**src/hw/rtl/hc3_pkg.sv**
```systemverilog
`timescale 1ns / 1ps
// ----------------------------------------------------------------------------
// hc3_pkg
// Types, constants and mod 26 helpers shared by the 3x3 Hill cipher block.
// ----------------------------------------------------------------------------
package hc3_pkg;

    localparam int ALPHA = 26;

    typedef logic [4:0]            t_letter;
    typedef logic [2:0][4:0]       t_row;
    typedef logic [2:0][2:0][4:0]  t_mat;
    typedef logic [2:0][14:0]      t_key_regs;

    typedef struct packed {
        logic    action;
        t_letter letter_first;
        t_letter letter_second;
        t_letter letter_third;
    } t_hc3_in;

    typedef struct packed {
        t_letter out_first;
        t_letter out_second;
        t_letter out_third;
        logic    key_not_invertible;
        logic    bad_letter;
    } t_hc3_out;

    // Stage enables of one lane, from the shared flow control.
    typedef struct packed {
        logic s1;
        logic s2;
        logic s3;
    } t_hc3_lane_en;

    localparam logic [1:0]  CFG_KEY_ROW0 = 2'd0;
    localparam logic [1:0]  CFG_KEY_ROW1 = 2'd1;
    localparam logic [1:0]  CFG_KEY_ROW2 = 2'd2;

    localparam logic [14:0] KEY_ROW0_RST = 15'd1798;
    localparam logic [14:0] KEY_ROW1_RST = 15'd10765;
    localparam logic [14:0] KEY_ROW2_RST = 15'd15924;

    localparam logic        ACT_DECRYPT  = 1'b1;

    // Register stages from the key registers to the inverse matrix.
    localparam logic [3:0]  KEY_LAT      = 4'd10;

    // Remainder mod 26 of a value below 1024. The quotient estimate x*315/8192
    // is never high and at most one low, so one correction suffices.
    function automatic t_letter f_mod26(input logic [9:0] x);
        logic [18:0] p;
        logic [5:0]  q;
        logic [9:0]  r;
        p = 19'(x) * 19'd315;
        q = p[18:13];
        r = x - (10'(q) * 10'd26);
        if (r >= 10'd26) begin
            r = r - 10'd26;
        end
        return r[4:0];
    endfunction

    // Reduce a 5-bit value mod 26.
    function automatic t_letter f_red5(input t_letter x);
        return (x > 5'd25) ? (x - 5'd26) : x;
    endfunction

    // Multiplicative inverse mod 26; zero when none exists.
    function automatic t_letter f_inv26(input t_letter d);
        t_letter r;
        case (d)
            5'd1:    r = 5'd1;
            5'd3:    r = 5'd9;
            5'd5:    r = 5'd21;
            5'd7:    r = 5'd15;
            5'd9:    r = 5'd3;
            5'd11:   r = 5'd19;
            5'd15:   r = 5'd7;
            5'd17:   r = 5'd23;
            5'd19:   r = 5'd11;
            5'd21:   r = 5'd5;
            5'd23:   r = 5'd17;
            5'd25:   r = 5'd25;
            default: r = 5'd0;
        endcase
        return r;
    endfunction

endpackage

```
**src/hw/rtl/hc3_lane.sv**
```systemverilog
`timescale 1ns / 1ps
// ----------------------------------------------------------------------------
// hc3_lane
// One output letter: dot product of a matrix row with the letter vector,
// reduced mod 26, in three register stages.
// ----------------------------------------------------------------------------
module hc3_lane
    import hc3_pkg::*;
(
    input  logic         i_clk,
    input  t_hc3_lane_en i_en,
    input  t_row         i_row,
    input  t_row         i_vec,
    output t_letter      o_res
);

    logic [2:0][9:0] r_prod;
    t_row            r_pm;
    t_letter         r_res;

    always_ff @(posedge i_clk) begin
        if (i_en.s1) begin
            for (int j = 0; j < 3; j++) begin
                r_prod[j] <= 10'(i_row[j]) * 10'(i_vec[j]);
            end
        end
        if (i_en.s2) begin
            for (int j = 0; j < 3; j++) begin
                r_pm[j] <= f_mod26(r_prod[j]);
            end
        end
        if (i_en.s3) begin
            r_res <= f_mod26(10'(r_pm[0]) + 10'(r_pm[1]) + 10'(r_pm[2]));
        end
    end

    assign o_res = r_res;

endmodule

```
**config.mk**
```make
export PLATFORM = sky130hd
export DESIGN_NAME = hc3_lane
export DESIGN_NICKNAME = d
export VERILOG_FILES = /design/src/hw/rtl/hc3_pkg.sv /design/src/hw/rtl/hc3_lane.sv
export SDC_FILE = /design/constraint.sdc
export NUM_CORES = 1
export LEC_CHECK = 0
export BUFFER_PORTS_ARGS = -buffer_cell sky130_fd_sc_hd__buf_2
export CAP_MARGIN = 20
export CORE_MARGIN = 4
export CORE_UTILIZATION = 56
export DETAILED_ROUTE_END_ITERATION = 8
export GPL_TIMING_DRIVEN = 0
export PLACE_DENSITY = 0.78
export SYNTH_ARGS = -nofsm -noshare
export SYNTH_HDL_FRONTEND = slang
export SYNTH_SLANG_ARGS = --single-unit
```
**constraint.sdc**
```tcl
create_clock -name i_clk -period 13.8 [get_ports i_clk]
set_clock_uncertainty 0.1 [all_clocks]
set_input_delay 0 -clock i_clk [delete_from_list [all_inputs] [get_ports i_clk]]
set_output_delay 0 -clock i_clk [all_outputs]
set_load 0.02 [all_outputs]
```
==> metrics <==
outcome complete, no violations; Placement Setup Slack 5.375 ns; Synth Register Bits 50; NumNets Final 1,796; drt first pass iters 4; Die W 156.7 um; Via Count 8,361; post-cts sizing count 0; post-synthesis cell type count 59; first-pass GRT wire length 38,650 um; Total GRT Usage 18.72%; largest net degree at the start of global routing 31; Layout fillers 1,812; core area 0.02176 mm^2; EDFF count, synth 50; DR vias/cell 5.249; # diodes 0; Final TNS setup 0 ns; Hold Fails Final Rpt 0; Clk pin slew, worst setup/hold paths 0.07 ns; Post-Route WL 21,190 um; Slew headroom 52.05%; Port Buffers 38; clock root buffer clkbuf_16; crit end category register; Yosys warning count 0; setup violators final 0; type of origin of the critical path register; Worst Path Arrival 8.39 ns; Avg Inst Size Synth 9.829 um^2; dpl hpwl 18,810 um; Max Cap Violations 0; Mapped Area 0.01238 mm^2; worst-margin pin slew 0.7193 ns; Starting Density 56.92%; Setup Crit Path Kind register to register; master of the slowest instance on the critical path fa_1; worst setup margin 5.370 ns; worst hold path type primary input to register; row cnt 54; critical path's largest stage delay 0.55 ns; DR WL/cell 13.30 um; die height 156.7 um; GRT overflow 0; final instance area 0.01315 mm^2; CTS tree done; Gate Count Post-Synth 1,260; number of global-route vias before repair 8,815; min cycle time layout 8.430 ns; H-tree levels 2; Max Fanout on Critical Path 6; Skew-Pair Late Insertion Delay 0.30 ns; sequential fraction of the synthesis area 12.12%; WP data required 13.76 ns; CTS Sinks 50; CTS Hold Bufs 7; most common cell after layout, fill and taps aside inv_1; most frequent cells in the layout inv_1 (309), ha_1 (306), fa_1 (144); RSZ-0062 raised after global routing false; Placed Area 0.01292 mm^2; setup bufs post-CTS 0; ys async rst share 0%; area grow syn2layout 6.153%; syn nets 1,744; Max Slew Vio Count 0; I/O Pins 39; clock buffer count from CTS 5; DR DRC count 0; Max Freq 118.6 MHz; routability-driven placement congestion ratio 0.8125; fin crit share 61.09%; Top FF cell, synth edfxtp_1; die area 0.02456 mm^2; share of cells above drive strength 1 4.798%; initial antenna violation count 0; initial DRC count 286; maximum clock path buffer count 2; post-route ant nets 0
[final timing paths]
check	startpoint	end	slack, ns	depth (start not counted)
max reg2reg	r_pm[2]	o_res[4]	5.37	31
min reg2reg	r_prod[20]	r_pm[10]	0.56	0
min	i_en[1]	r_pm[4]	0.009	1
max	r_pm[2]	o_res[4]	5.37	31
[area by class of cell]
class                      count  area, um^2  share of cell area, %
sequential                    50        1501                  11.42
inverter                     310        1164                  8.851
clock inverter                 3       26.28                 0.1999
timing repair buffer          45       260.3                  1.980
tap                          280       350.3                  2.665
multi-input combinational    900        9719                  73.93
clock buffer                   5       125.1                 0.9517
[cells in the mapped netlist, types with 2 or more instances]
master | count | share of area (%)
a2111o_1 | 2 | 0.18
a211oi_1 | 7 | 0.42
a21boi_0 | 2 | 0.12
a21o_1 | 26 | 1.6
a21oi_1 | 63 | 2.5
a221oi_1 | 3 | 0.21
a31oi_1 | 3 | 0.15
and2_1 | 49 | 2.5
and3_1 | 2 | 0.10
and4_1 | 2 | 0.14
edfxtp_1 | 50 | 12
fa_1 | 144 | 23
ha_1 | 306 | 31
inv_1 | 309 | 9.4
mux2_2 | 2 | 0.18
mux2i_1 | 9 | 0.73
nand2_1 | 40 | 1.2
nand2b_1 | 14 | 0.71
nand3_1 | 5 | 0.20
nand3b_1 | 2 | 0.12
nand4_1 | 5 | 0.25
nor2_1 | 18 | 0.55
nor2b_1 | 8 | 0.40
nor3_1 | 3 | 0.12
nor3b_1 | 2 | 0.12
o21a_1 | 7 | 0.42
o21ai_0 | 28 | 1.1
o21bai_1 | 17 | 1.0
o221ai_1 | 2 | 0.14
o22ai_1 | 6 | 0.30
o311a_1 | 2 | 0.16
o31a_1 | 2 | 0.14
o31ai_1 | 5 | 0.30
or2_2 | 5 | 0.25
or3_1 | 4 | 0.20
xnor2_1 | 44 | 3.1
xor2_1 | 40 | 2.8
[kinds of logic after synthesis]
kind of cell	count (synthesis)	synth area share, %
DFF	50	12.12
adders and majority gates	450	54.19
AOI/OAI and AO/OA	188	9.941
xor gates and xnor gates	85	6.072
and+or+nand+nor	166	7.365
muxes	11	0.9093
buffers and inverters	310	9.396
[per-stage QoR]
step / hold slack, ns / utilization, % / std cells
global placement: 0.1788 / 59.41 / 1578
global route: 0.02052 / 60.43 / 1593
detailed placement: 0.1900 / 59.41 / 1578
finish: 0.009152 / 60.43 / 1593
CTS: 0.0006558 / 60.43 / 1593
floorplan: 0.01250 / - / 1260
[sequential cells by signal, summed over array words and instances (netlist names)]
| register | flops |
|---|---|
| o_res | 5 |
| r_prod | 30 |
| r_pm | 15 |
[metal layers]
| layer | GRT usage (%) | routed length [um] |
|---|---|---|
| met1 | 25.19 | 9811 |
| met2 | 33.40 | 10760 |
| met3 | 1.715 | 415 |
| met4 | 3.223 | 205 |
| met5 | 0 | 0 |
[worst max-delay path, delay by kind of cell (launching register included)]
family / cells / cell delay [ns]
adder cells (fa/ha/maj): 11 / 4.19
AO/OA/AOI/OAI: 7 / 1.27
flip-flops: 1 / 0.41
buffers and inverters: 6 / 0.48
multiplexers: 1 / 0.28
AND/OR/NAND/NOR: 3 / 0.70
XOR/XNOR: 3 / 0.72
Power is left out: the tool's default activity adds up to more than one toggle a clock period on the data nets, which glitch-free logic cannot reach.
