### config.mk
export PLATFORM = sky130hd
export DESIGN_NAME = hc3_key_unit
export DESIGN_NICKNAME = d
export VERILOG_FILES = /design/src/hw/rtl/hc3_pkg.sv /design/src/hw/rtl/hc3_key_unit.sv
export SDC_FILE = /design/constraint.sdc
export NUM_CORES = 2
export LEC_CHECK = 0
export BUFFER_PORTS_ARGS = -buffer_cell sky130_fd_sc_hd__buf_2
export CAP_MARGIN = 0
export CORE_ASPECT_RATIO = 1.5
export CORE_UTILIZATION = 55
export CTS_BUF_LIST = sky130_fd_sc_hd__clkbuf_8
export CTS_CLUSTER_SIZE = 14
export DETAILED_ROUTE_END_ITERATION = 10
export PLACE_DENSITY = 0.71
export SYNTH_ARGS = -nofsm -noshare
export SYNTH_HDL_FRONTEND = slang
export SYNTH_SLANG_ARGS = --single-unit
### constraint.sdc
create_clock -name i_clk -period 11.94 [get_ports i_clk]
set_input_delay 0.597 -clock i_clk [delete_from_list [all_inputs] [get_ports i_clk]]
set_output_delay 0.597 -clock i_clk [all_outputs]
set_load 0.05 [all_outputs]
### src/hw/rtl/hc3_pkg.sv
`timescale 1ns / 1ps
// ----------------------------------------------------------------------------
// hc3_pkg
// Types, constants and mod 26 helpers shared by the 3x3 Hill cipher block.
// ----------------------------------------------------------------------------
package hc3_pkg;

    localparam int ALPHA = 26;

    typedef logic [4:0]            t_letter;
    typedef logic [2:0][4:0]       t_row;
    typedef logic [2:0][2:0][4:0]  t_mat;
    typedef logic [2:0][14:0]      t_key_regs;

    typedef struct packed {
        logic    action;
        t_letter letter_first;
        t_letter letter_second;
        t_letter letter_third;
    } t_hc3_in;

    typedef struct packed {
        t_letter out_first;
        t_letter out_second;
        t_letter out_third;
        logic    key_not_invertible;
        logic    bad_letter;
    } t_hc3_out;

    // Stage enables of one lane, from the shared flow control.
    typedef struct packed {
        logic s1;
        logic s2;
        logic s3;
    } t_hc3_lane_en;

    localparam logic [1:0]  CFG_KEY_ROW0 = 2'd0;
    localparam logic [1:0]  CFG_KEY_ROW1 = 2'd1;
    localparam logic [1:0]  CFG_KEY_ROW2 = 2'd2;

    localparam logic [14:0] KEY_ROW0_RST = 15'd1798;
    localparam logic [14:0] KEY_ROW1_RST = 15'd10765;
    localparam logic [14:0] KEY_ROW2_RST = 15'd15924;

    localparam logic        ACT_DECRYPT  = 1'b1;

    // Register stages from the key registers to the inverse matrix.
    localparam logic [3:0]  KEY_LAT      = 4'd10;

    // Remainder mod 26 of a value below 1024. The quotient estimate x*315/8192
    // is never high and at most one low, so one correction suffices.
    function automatic t_letter f_mod26(input logic [9:0] x);
        logic [18:0] p;
        logic [5:0]  q;
        logic [9:0]  r;
        p = 19'(x) * 19'd315;
        q = p[18:13];
        r = x - (10'(q) * 10'd26);
        if (r >= 10'd26) begin
            r = r - 10'd26;
        end
        return r[4:0];
    endfunction

    // Reduce a 5-bit value mod 26.
    function automatic t_letter f_red5(input t_letter x);
        return (x > 5'd25) ? (x - 5'd26) : x;
    endfunction

    // Multiplicative inverse mod 26; zero when none exists.
    function automatic t_letter f_inv26(input t_letter d);
        t_letter r;
        case (d)
            5'd1:    r = 5'd1;
            5'd3:    r = 5'd9;
            5'd5:    r = 5'd21;
            5'd7:    r = 5'd15;
            5'd9:    r = 5'd3;
            5'd11:   r = 5'd19;
            5'd15:   r = 5'd7;
            5'd17:   r = 5'd23;
            5'd19:   r = 5'd11;
            5'd21:   r = 5'd5;
            5'd23:   r = 5'd17;
            5'd25:   r = 5'd25;
            default: r = 5'd0;
        endcase
        return r;
    endfunction

endpackage

### src/hw/rtl/hc3_key_unit.sv
`timescale 1ns / 1ps
// ----------------------------------------------------------------------------
// hc3_key_unit
// Reduces the key entries mod 26 and derives the inverse key matrix
// (adjugate times inverse determinant) through a register pipeline.
// ----------------------------------------------------------------------------
module hc3_key_unit
    import hc3_pkg::*;
(
    input  logic      i_clk,
    input  t_key_regs i_key,
    output t_mat      o_key,
    output t_mat      o_inv,
    output logic      o_key_ok
);

    t_mat                 r_k;
    logic [2:0][2:0][9:0] r_pa;
    logic [2:0][2:0][9:0] r_pb;
    t_mat                 r_ma;
    t_mat                 r_mb;
    t_mat                 r_cof;
    logic [2:0][9:0]      r_dp;
    t_row                 r_dm;
    t_letter              r_det;
    t_letter              r_dinv;
    logic [2:0][2:0][9:0] r_mp;
    t_mat                 r_minv;

    always_ff @(posedge i_clk) begin
        for (int i = 0; i < 3; i++) begin
            for (int j = 0; j < 3; j++) begin
                r_k[i][j] <= f_red5(i_key[i][j*5 +: 5]);
            end
        end
    end

    for (genvar gi = 0; gi < 3; gi++) begin : g_row
        for (genvar gj = 0; gj < 3; gj++) begin : g_col
            localparam int I1 = (gi + 1) % 3;
            localparam int I2 = (gi + 2) % 3;
            localparam int J1 = (gj + 1) % 3;
            localparam int J2 = (gj + 2) % 3;

            logic [5:0] w_diff;
            assign w_diff = {1'b0, r_ma[gi][gj]} + 6'd26 - {1'b0, r_mb[gi][gj]};

            always_ff @(posedge i_clk) begin
                r_pa[gi][gj]   <= 10'(r_k[I1][J1]) * 10'(r_k[I2][J2]);
                r_pb[gi][gj]   <= 10'(r_k[I1][J2]) * 10'(r_k[I2][J1]);
                r_ma[gi][gj]   <= f_mod26(r_pa[gi][gj]);
                r_mb[gi][gj]   <= f_mod26(r_pb[gi][gj]);
                r_cof[gi][gj]  <= (w_diff >= 6'd26) ? 5'(w_diff - 6'd26) : w_diff[4:0];
                // Adjugate is the transposed cofactor matrix.
                r_mp[gi][gj]   <= 10'(r_cof[gj][gi]) * 10'(r_dinv);
                r_minv[gi][gj] <= f_mod26(r_mp[gi][gj]);
            end
        end
    end

    always_ff @(posedge i_clk) begin
        for (int j = 0; j < 3; j++) begin
            r_dp[j] <= 10'(r_k[0][j]) * 10'(r_cof[0][j]);
            r_dm[j] <= f_mod26(r_dp[j]);
        end
        r_det  <= f_mod26(10'(r_dm[0]) + 10'(r_dm[1]) + 10'(r_dm[2]));
        r_dinv <= f_inv26(r_det);
    end

    assign o_key    = r_k;
    assign o_inv    = r_minv;
    assign o_key_ok = (r_dinv != 5'd0);

endmodule

==> summary.txt <==
Run status
  • Status: finished clean

Clocking
  • Post CTS Setup Buffer Count: 0
  • CTS tree: done
  • # hold bufs at CTS: 55
  • Worst-Skew Late Latency: 0.90 ns
  • Clock transition at the registers of the reported paths: ~0.060 ns
  • CTS Buf Count: 106
  • # clock sinks: 550
  • CTS Buffer Depth: 3
  • CTS resizes: 0
  • CTS Root Cell: clkbuf_8
  • H-tree lvl count: 3

Setup path
  • Critical path's top delay family: adder cells
  • Worst r2r src: r_mp[46]
  • Max stage delay cell, worst path: a2111oi_0
  • Setup CP Type: reg -> reg
  • Setup crit end kind: register
  • Worst Path Buf+Inv: 6
  • Max stage delay on crit path: roughly 0.89 ns
  • Cell mode on critical path: inv_1
  • Critical Path RT: 12.68 ns
  • Critical Path Fanout Max: 6
  • Slack of the worst reg-to-reg path: 3.61 ns
  • Reg2reg end: o_inv[23]
  • Setup crit start kind: register
  • CP arrival: a little over 9 ns
  • Reg2reg path depth: 32

Drt
  • Post-route ant nets: 0
  • Routed vias/inst: 5.32
  • Routed wire per std cell: 15.2 um
  • Routed wire length: approximately 220000 um
  • Vias post-DR: roughly 78000
  • Initial DRT Pass Iterations: 5
  • DR iter-0 viols: about 2300
  • DRC viols: 0

Logic synthesis
  • Post-synthesis instance area: 108000 um^2
  • Ys flop type: dfxtp_1
  • Synth Net Count: 15700
  • Post-synthesis sequential area ratio: about 10%
  • Register bit total from synthesis: 550
  • Synth Instances: 11700
  • Syn_area_per_cell: between 9 and 10 um^2
  • Post-synth top area share: 31.0%
  • Async SR Flop Fraction: 0%
  • Synth warn: 0
  • Dominant cells by area after synthesis: ha_1 (31%), fa_1 (23%), dfxtp_1 (10%)
  • EDFF count, synth: 0
  • Yosys top cell by area: ha_1
  • Unique masters post-synth: 77

Timing
  • Setup violations, final: 0
  • RSZ-0062 raised after global routing: false
  • Period utilization: 69.8%
  • Total negative slack: 0 ns
  • Final Hold Vio Count: 0
  • Max Transition Viols Final: 0
  • Slew margin rel.: 31.5%
  • Fmax: about 120 MHz
  • Final min period: ~8.3 ns
  • Clock Skews: 0.0586 ns
  • Slew @ Worst Pin: 1.00 ns

Die
  • Die Wd: 364 um
  • Starting Density: 55.3%
  • IO Count: 137
  • Die area: 199000 um^2
  • Core area: 196000 um^2
  • Die height: 545 um
  • # rows: roughly 200

Cells and area
  • Most frequent cells in the layout: inv_1 (2864), ha_1 (2682), fa_1 (1260)
  • Most common cell after layout, fill and taps aside: inv_1
  • Filler Cells Inserted: about 17000
  • Share of cells above drive strength 1: 4.52%
  • Synthesis-to-layout area growth: 6.19%
  • Layout Nets: 15900

Placement
  • Gp weighted congestion: 0.873
  • Dpl hpwl: 187000 um
  • Port bufs: 136

Global route
  • Initial antenna violation count: 7
  • GRT Resource Usage Total: a little under a quarter
  • Largest net degree at the start of global routing: 47
  • Wire length of the first global-routing pass: 387000 um
  • Vias in the first global route: between 80000 and 90000
  • Aggregate global routing overflow: 0

Hold path
  • Hold Path Depth: 2
  • Hold crit path type: in -> reg
  • Hold_sp: i_key[40]
  • Worst Hold Path EP: o_key[40]

Run
  • Reported max-cap violation count: 0
cells by family after synthesis:
group           after synthesis  synth area share, %
compound gates             1752                 10.5
xor+xnor                    668                 5.51
fa+ha+maj                  3942                 54.3
buf+inv                    3005                 10.5
flops                       550                 10.2
mux                          71                0.667
simple gates               1736                 8.37
Yosys cell counts (121+ instances only):
cell         n
inv_1     2851
ha_1      2682
fa_1      1260
dfxtp_1    550
a21oi_1    529
nand2_1    502
and2_1     438
xnor2_1    348
nor2_1     320
xor2_1     305
o21ai_0    286
a21o_1     240
o21a_1     213
clkbuf_1   126
o21bai_1   121
stage by stage:
step / hold slack [ns] / instances / area, um^2 / worst slack (ns) / utilization (%)
after floorplan: 0.410 / 11700 / 108000 / 4.53 / -
after global placement: 0.453 / 14400 / 112000 / 3.90 / 57.2
after detailed placement: 0.456 / 14400 / 112000 / 3.68 / 57.2
after CTS: 0.273 / 14600 / 115000 / 3.66 / 58.7
after global routing: 0.353 / 14600 / 115000 / 3.20 / 58.7
final: 0.363 / 14600 / 115000 / 3.61 / 58.7
routing by layer:
| layer | part of all wire, % | vias up | global-route usage (%) |
|---|---|---|---|
| met5 | 0 | - | 0 |
| met1 | 40 | 38200 | 25.4 |
| met3 | 2.8 | 468 | 2.15 |
| li1 | - | 38100 | - |
| met4 | 4.0 | 0 | 9.71 |
| met2 | 54 | 1002 | 45.1 |
worst max path at each step:
| stage | startpoint | end | slack, ns | depth (start not counted) |
|---|---|---|---|---|
| after global routing | r_dm[1] | r_det[2] | 3.20 | 36 |
| final | r_mp[46] | o_inv[23] | 3.61 | 32 |
| after global placement | r_mp[46] | o_inv[23] | 3.90 | 32 |
| after CTS | r_mp[46] | o_inv[23] | 3.66 | 32 |
| after floorplan | r_dm[1] | r_det[2] | 4.53 | 36 |
| after detailed placement | r_mp[46] | o_inv[23] | 3.68 | 31 |
final cells by class:
type	instances	area, um^2	area share [%]
Inverter	2851	10700	9.31
Clock buffer	131	1800	1.57
Clock inverter	63	643	0.560
Tap cell	2613	3270	2.85
Sequential cell	550	11000	9.59
Antenna cell	3	7.51	0.00653
Timing Repair Buffer	238	1580	1.38
Multi-Input combinational cell	8169	85900	74.7
sequential cells by signal (all words and copies together) (netlist names), 45 cells and up:
name   count
r_ma      45
r_mb      45
r_mp      90
r_cof     45
o_key     45
r_pb      90
o_inv     45
r_pa      90
Power is left out: the tool's default activity adds up to more than one toggle a clock period on the data nets, which glitch-free logic cannot reach.
